## config.mk

```make
export PLATFORM = sky130hd
export DESIGN_NAME = tmre_front
export DESIGN_NICKNAME = d
export VERILOG_FILES = /design/src/design/tmre_pkg.sv /design/src/design/tmre_front.sv
export SDC_FILE = /design/constraint.sdc
export NUM_CORES = 1
export LEC_CHECK = 0
export BUFFER_PORTS_ARGS = -buffer_cell sky130_fd_sc_hd__buf_2
export CORE_ASPECT_RATIO = 1.4
export CORE_MARGIN = 5
export CORE_UTILIZATION = 30
export CTS_CLUSTER_DIAMETER = 50
export DETAILED_ROUTE_END_ITERATION = 8
export GPL_TIMING_DRIVEN = 0
export PLACE_DENSITY = 0.55
export REMOVE_ABC_BUFFERS = 1
export SLEW_MARGIN = 20
export SYNTH_ARGS = -nofsm -noshare
export SYNTH_HDL_FRONTEND = slang
export SYNTH_SLANG_ARGS = --single-unit
```

## constraint.sdc

```tcl
create_clock -name clk -period 6.5 [get_ports clk]
set_input_delay 0.325 -clock clk [delete_from_list [all_inputs] [get_ports clk]]
set_output_delay 0.325 -clock clk [all_outputs]
set_load 0.05 [all_outputs]
```

## src/design/tmre_pkg.sv

```systemverilog
// ----------------------------------------------------------------------------
// tmre_pkg
// Shared types, widths and constants of the thrust map gain estimator.
// ----------------------------------------------------------------------------
package tmre_pkg;

  // field widths
  localparam int GRAV_W   = 21;
  localparam int HOVER_W  = 16;
  localparam int FORGET_W = 17;
  localparam int AGE_W    = 20;
  localparam int TIME_W   = 32;
  localparam int ACC_W    = 24;
  localparam int THR_W    = 18;
  localparam int GAIN_W   = 24;
  localparam int COV_W    = 64;

  // arithmetic unit widths
  localparam int NUM_W    = 128;
  localparam int DEN_W    = 100;
  localparam int STEP_W   = 8;
  localparam int DELTA_W  = 41;
  localparam int ERR_W    = 44;
  localparam int TE_W     = 62;

  // configuration port
  localparam int CFG_IDX_W  = 3;
  localparam int CFG_DATA_W = 21;

  localparam logic [CFG_IDX_W-1:0] CFG_GRAVITY  = 3'd0;
  localparam logic [CFG_IDX_W-1:0] CFG_HOVER    = 3'd1;
  localparam logic [CFG_IDX_W-1:0] CFG_FORGET   = 3'd2;
  localparam logic [CFG_IDX_W-1:0] CFG_OLDEST   = 3'd3;
  localparam logic [CFG_IDX_W-1:0] CFG_YOUNGEST = 3'd4;

  // register reset values
  localparam logic [GRAV_W-1:0]   GRAVITY_RST  = 21'd642908;
  localparam logic [HOVER_W-1:0]  HOVER_RST    = 16'd19661;
  localparam logic [FORGET_W-1:0] FORGET_RST   = 17'd65405;
  localparam logic [AGE_W-1:0]    OLDEST_RST   = 20'd45000;
  localparam logic [AGE_W-1:0]    YOUNGEST_RST = 20'd35000;

  localparam int HISTORY_DEPTH_DEF = 100;

  // state reset values
  localparam logic [GAIN_W-1:0] GAIN_MAX = {GAIN_W{1'b1}};
  localparam logic [GAIN_W-1:0] GAIN_RST =
    GAIN_W'((64'(GRAVITY_RST) << 16) / 64'(HOVER_RST));
  localparam logic [COV_W-1:0]  COV_RST  = 64'd1000000 << 32;
  localparam logic [DELTA_W-1:0] DELTA_CAP = 41'h1 << 40;

  localparam logic signed [THR_W-1:0] THR_MAX = 18'sh1FFFF;
  localparam logic signed [THR_W-1:0] THR_MIN = 18'sh20000;

  // operation codes
  typedef enum logic [1:0] {
    OP_CMD = 2'd0,
    OP_EST = 2'd1,
    OP_RST = 2'd2,
    OP_NOP = 2'd3
  } op_t;

  // one queued input beat
  typedef struct packed {
    op_t                      op;
    logic [TIME_W-1:0]        now_us;
    logic signed [ACC_W-1:0]  demanded_acc_z;
    logic signed [ACC_W-1:0]  measured_acc_z;
  } item_t;

  // live configuration
  typedef struct packed {
    logic [GRAV_W-1:0]   gravity;
    logic [HOVER_W-1:0]  hover_fraction;
    logic [FORGET_W-1:0] forgetting;
    logic [AGE_W-1:0]    oldest_age_us;
    logic [AGE_W-1:0]    youngest_age_us;
  } cfg_t;

  // divider request and response
  typedef struct packed {
    logic              start;
    logic [STEP_W-1:0] steps;
    logic [NUM_W-1:0]  num;
    logic [DEN_W-1:0]  den;
  } div_req_t;

  typedef struct packed {
    logic             done;
    logic [NUM_W-1:0] quo;
  } div_rsp_t;

endpackage

```

## src/design/tmre_front.sv

```systemverilog
// ----------------------------------------------------------------------------
// tmre_front
// Input side: takes beats, decodes the operation and holds them in a
// two-entry queue for the execution engine.
// ----------------------------------------------------------------------------
module tmre_front (
  input  logic                           clk,
  input  logic                           rst,
  input  logic                           s_tvalid,
  output logic                           s_tready,
  input  logic [79:0]                    s_tdata,
  input  logic [1:0]                     s_tuser,
  output tmre_pkg::item_t                q_item,
  output logic                           q_valid,
  input  logic                           q_ready
);

  tmre_pkg::item_t fifo [2];
  tmre_pkg::item_t in_item;
  logic            wr_ptr;
  logic            rd_ptr;
  logic [1:0]      cnt;
  logic            push;
  logic            pop;

  // decode the beat
  always_comb begin
    in_item.op             = tmre_pkg::op_t'(s_tuser);
    in_item.now_us         = s_tdata[31:0];
    in_item.demanded_acc_z = s_tdata[55:32];
    in_item.measured_acc_z = s_tdata[79:56];
  end

  assign s_tready = (cnt != 2'd2);
  assign q_valid  = (cnt != 2'd0);
  assign q_item   = fifo[rd_ptr];
  assign push     = s_tvalid && s_tready;
  assign pop      = q_valid && q_ready;

  // queue storage
  always_ff @(posedge clk) begin
    if (push) begin
      fifo[wr_ptr] <= in_item;
    end
  end

  // queue pointers
  always_ff @(posedge clk) begin
    if (rst) begin
      wr_ptr <= 1'b0;
      rd_ptr <= 1'b0;
      cnt    <= 2'd0;
    end else begin
      if (push) wr_ptr <= ~wr_ptr;
      if (pop)  rd_ptr <= ~rd_ptr;
      cnt <= cnt + 2'(push) - 2'(pop);
    end
  end

endmodule

```

=== Word-level counts from Yosys, hierarchy flattened ===
Memories as Yosys holds them, arrays and structs flattened. A register that Yosys moved wholly into a read port is not among the register bits.
Cells that the tools add are included.
Widths: inputs -> output; s select.

* Add/sub/neg operators: 2
* Multipliers: 0
* Div/mod/pow operators: 0
* $lt $le $gt $ge: 0
* Eq/ne operators: 1
* Shifts and indexed selects: 0
* Multiplexer cells: 4
* Bitwise operators: 2
* Reduce and logical (&&, ||, !) cells: 3

{| class="wikitable"
|+ Operators by type and width
! kind !! number
|-
| $mux 1 || 4
|-
| $add 2x1->2 || 1
|-
| $logic_and 1x1->1 || 2
|-
| $ne 2x2->1 const B || 1
|-
| $not 1->1 || 2
|-
| $reduce_bool 2->1 || 1
|-
| $sub 2x1->2 || 1
|}

* Flip-flop bits (word level): 4
* Bits in latches: 0
* RAM bits: 164
* Bits in read-only memories: 0
* Bits of input ports: 86
* Output and inout bits: 84
* Memories: 1

{| class="wikitable"
|+ Memory list
! memory !! words !! width !! read ports !! clocked after Yosys merged registers in !! write ports !! RTL line !! RTL
|-
| fifo || 2 || 82 || 1 || 1 || 1 || tmre_front.sv:18 || <nowiki>tmre_pkg::item_t fifo [2];</nowiki>
|}

=== Depth between registers and ports, before layout ===
* Depth in word-level cells: 4
* Depth in mapped cells: 8
* Gate-level depth less buffers: 8

=== Worst setup path before layout ===
No wires, ideal clock.

* Path type: register -> register
* Start: reg cnt[0]
* End: mem fifo[0][0] (netlist bit), enable pin
* Arrival time: 4223 ps
* Setup slack: 1754 ps
* Cell stages (with the launch flop): 4
* Buffers on the path: 0
* Clock period less this slack: 4746 ps
* Path through: dfxtp_1 -> nand2b_2 -> nand2_1 -> nor2_1

* Longest elaborated chain between the ends: 4

{| class="wikitable"
|+ RTL lines
! item !! RTL line !! RTL
|-
| start, declared || tmre_front.sv:22 || <nowiki>logic [1:0] cnt;</nowiki>
|-
| start signal, assigned || tmre_front.sv:56 || <nowiki>cnt <= cnt + 2'(push) - 2'(pop);</nowiki>
|-
| $ne 2x2->1 || tmre_front.sv:34 || <nowiki>assign s_tready = (cnt != 2'd2);</nowiki>
|-
| net s_tready || tmre_front.sv:10 || <nowiki>output logic s_tready,</nowiki>
|-
| $logic_and 1x1->1 || tmre_front.sv:37 || <nowiki>assign push = s_tvalid && s_tready;</nowiki>
|-
| $mux 1 || tmre_front.sv:42 || <nowiki>if (push) begin</nowiki>
|-
| $mux 1 (implied by the code) || tmre_front.sv:43 || <nowiki>fifo[wr_ptr] <= in_item;</nowiki>
|-
| end, declared || tmre_front.sv:18 ||
|}

The timed path passes the listed nets, and every way through them passes these cells.

==> run_results.csv <==
group,metric,value,unit
pwr,powerDensity,447,mW/mm^2
synthesis,synthMuxAreaShare,18.9,%
timing,finalHoldViolCount,0,
pwr,power,0.00374,W
global_route,grt_first_pass_wirelength,19100,um
clocking,cts-buffers-inserted,17,
synthesis,synth-simple-area-share,0.860,%
run,cap_violations,0,
synthesis,syn-cell-area,0.00655,mm^2
clocking,clock_sinks,169,
synthesis,synth_area_per_cell,23.5,um^2
timing,setup_viol,0,
synthesis,synth_warnings,0,
clocking,post-cts-setup-buffers,0,
drt,antenna_left,0,
layout,final_cell_mix,"buf_2, edfxtp_1, mux2_4",
placement,dpl.cell_count,743,
placement,globalplace.congestion,0.677,
timing,finalCriticalPeriod,2180,ps
synthesis,ys_seq_elements,169,
placement,portBuffers,169,
pwr,p_switching,0.00135,W
critical_path,crit_path_end_kind,"primary output",
pwr,ir_worst_vdd,0.000271,V
layout,num_antenna_cells,0,
critical_path,worstPathArrival,1850,ps
floorplanning,core,0.0217,mm^2
timing,slew_viol_final,0,
clocking,cts_resized,0,
pwr,seqPwrFrac,38.0,%
outcome,status,"complete, no violations",
clocking,clock_latency,420,ps
critical_path,startpoint_type,"flip-flop",
global_route,use_met2,18.8,%
critical_path,worstPathRequired,6170,ps
drt,viasPerCell,4.04,
pwr,cellInternalPower,0.00239,W
layout,utilization,38.5,%
synthesis,synth_adder_area_share,0.382,%
drt,wl,12900,um
global_route,gr-total-overflow,0,
pwr,pwr-share-clk,26.1,%
synthesis,synth_seq_area_share,76.7,%
timing,finClkSkew,7.67,ps
synthesis,synth_compound_area_share,0.115,%
timing,relSlewSlack,63.5,%
placement,dp_hpwl,8860,um
floorplanning,initial_utilization,30.2,%
drt,avgRoutedWirePerCell,16.7,um
global_route,grt_pass1_vias,3411,
timing,fmax,460,MHz
clocking,cts_tree,"yes",
critical_path,crit_type,"flip-flop to primary output",
synthesis,syn_inst,279,
timing,hold_slack,87.2,ps
timing,tns,0,ps
global_route,grt_max_degree,49,
drt,drtIter0Drc,199,
layout,nets,553,
floorplanning,io_pins,170,
global_route,track_usage,10.4,%
timing,period_share,33.5,%
clocking,cts-root-buf,"clkbuf_16",
layout,drive_gt1_share,61.1,%
hold_path,min_path_type,"primary input to flip-flop",
clocking,postCtsHoldBufs,0,
synthesis,synthXorXnorAreaFrac,0.401,%
pwr,p_comb_share,35.9,%
drt,route.detailed.drc,0,
floorplanning,die_width,135,um
critical_path,cp_max_fo,35,
clocking,cts-htree-levels,4,
pwr,leakage,3.22,nW
synthesis,synth_top_family_by_area,"multiplexers",
pwr,swShare,36.1,%
global_route,grt-busiest-layer,"met2",
clocking,clkTransAtPathRegs,70,ps
timing,worst_slew_pin_slew,548,ps
timing,rsz0062_at_grt,"false",
layout,final_cells,775,
drt,num_vias,3132,
floorplanning,rows,64,
floorplanning,die_height,185,um
global_route,grt_use_met1,10.7,%
layout,final_common_cell,"buf_2",
global_route,use_met3,3.97,%
layout,syn_to_final_growth,27.7,%
clocking,clk_path_buf_depth,2,
drt,first_pass_iters,4,
floorplanning,die_area,0.0249,mm^2
synthesis,synth_cell_types,17,
global_route,antenna_found_initial,1,
## cell usage after synthesis, drive strengths merged
cell,n,area share [%]
edfxtp,164,75
mux2,83,19
buf,9,2.6
dfxtp,5,1.5
nor2,5,0.29
ha,2,0.38
nor2b,2,0.19
xnor2,2,0.27
and3,1,0.096
inv,1,0.057
nand2,1,0.057
nand2b,1,0.13
o21a,1,0.11
or2,1,0.096
xor2,1,0.13
## final cells by class
class                           instances  area (um^2)
Clock buffer                           21          440
Clock inverter                         11          125
Fill cell                            2017        13300
Inverter                                1         3.75
Multi-Input combinational cell        100         1360
Sequential cell                       169         5030
Tap cell                              297          372
Timing Repair Buffer                  176         1030
## worst paths after layout
kind	start	endpoint	slack [ps]	depth (start not counted)
setup / recovery	flip-flop	q_item[0]	4320	3
hold / removal	s_tdata[4]	fifo[1][52]	90	1
setup reg to reg	cnt[0]	fifo[0][64]	4690	5
hold reg to reg	rd_ptr	flip-flop	520	2
## registers in the layout, summed over array words and instances (netlist names), named ones only
signal	count
cnt	2
fifo	164
rd_ptr	1
wr_ptr	1
## stage by stage
step	worst slack (ps)	area [um^2]
CTS	4260	8360
global route	4230	8360
global placement	-226	7600
detailed placement	4650	7800
floorplan	1750	6380
finish	4320	8360
## per-layer routing
| layer | share of wire, % | vias to the layer above |
|---|---|---|
| met5 | 0.10 | - |
| met4 | 1.7 | 2 |
| met3 | 5.5 | 15 |
| met2 | 56 | 85 |
| met1 | 37 | 1559 |
| li1 | - | 1471 |
## power groups by stage
stage / registers, W / clock network [W] / logic, W
floorplan: 0.00150 / 0 / 0.00102
global placement: 0.00155 / 0 / 0.00130
detailed placement: 0.00145 / 0 / 0.00136
finish: 0.00142 / 0.000975 / 0.00134
global route: 0.00143 / 0.00106 / 0.00140
CTS: 0.00142 / 0.00101 / 0.00137
## worst max-delay path: stages (launching register included)
cell	delay, ps
dfxtp_4	520
buf_16	290
mux2_2	370
buf_2	210
## cells by family (layout without fill, tap and decap cells)
family                   after synthesis  count (layout)
multiplexers                          83              83
AO/OA/AOI/OAI                          1               1
AND/OR/NAND/NOR                       11              11
adder cells (fa/ha/maj)                2               2
XOR/XNOR                               3               3
buffers and inverters                 10             209
flip-flops                           169             169
No activity file was read; power rests on OpenSTA's default activity.
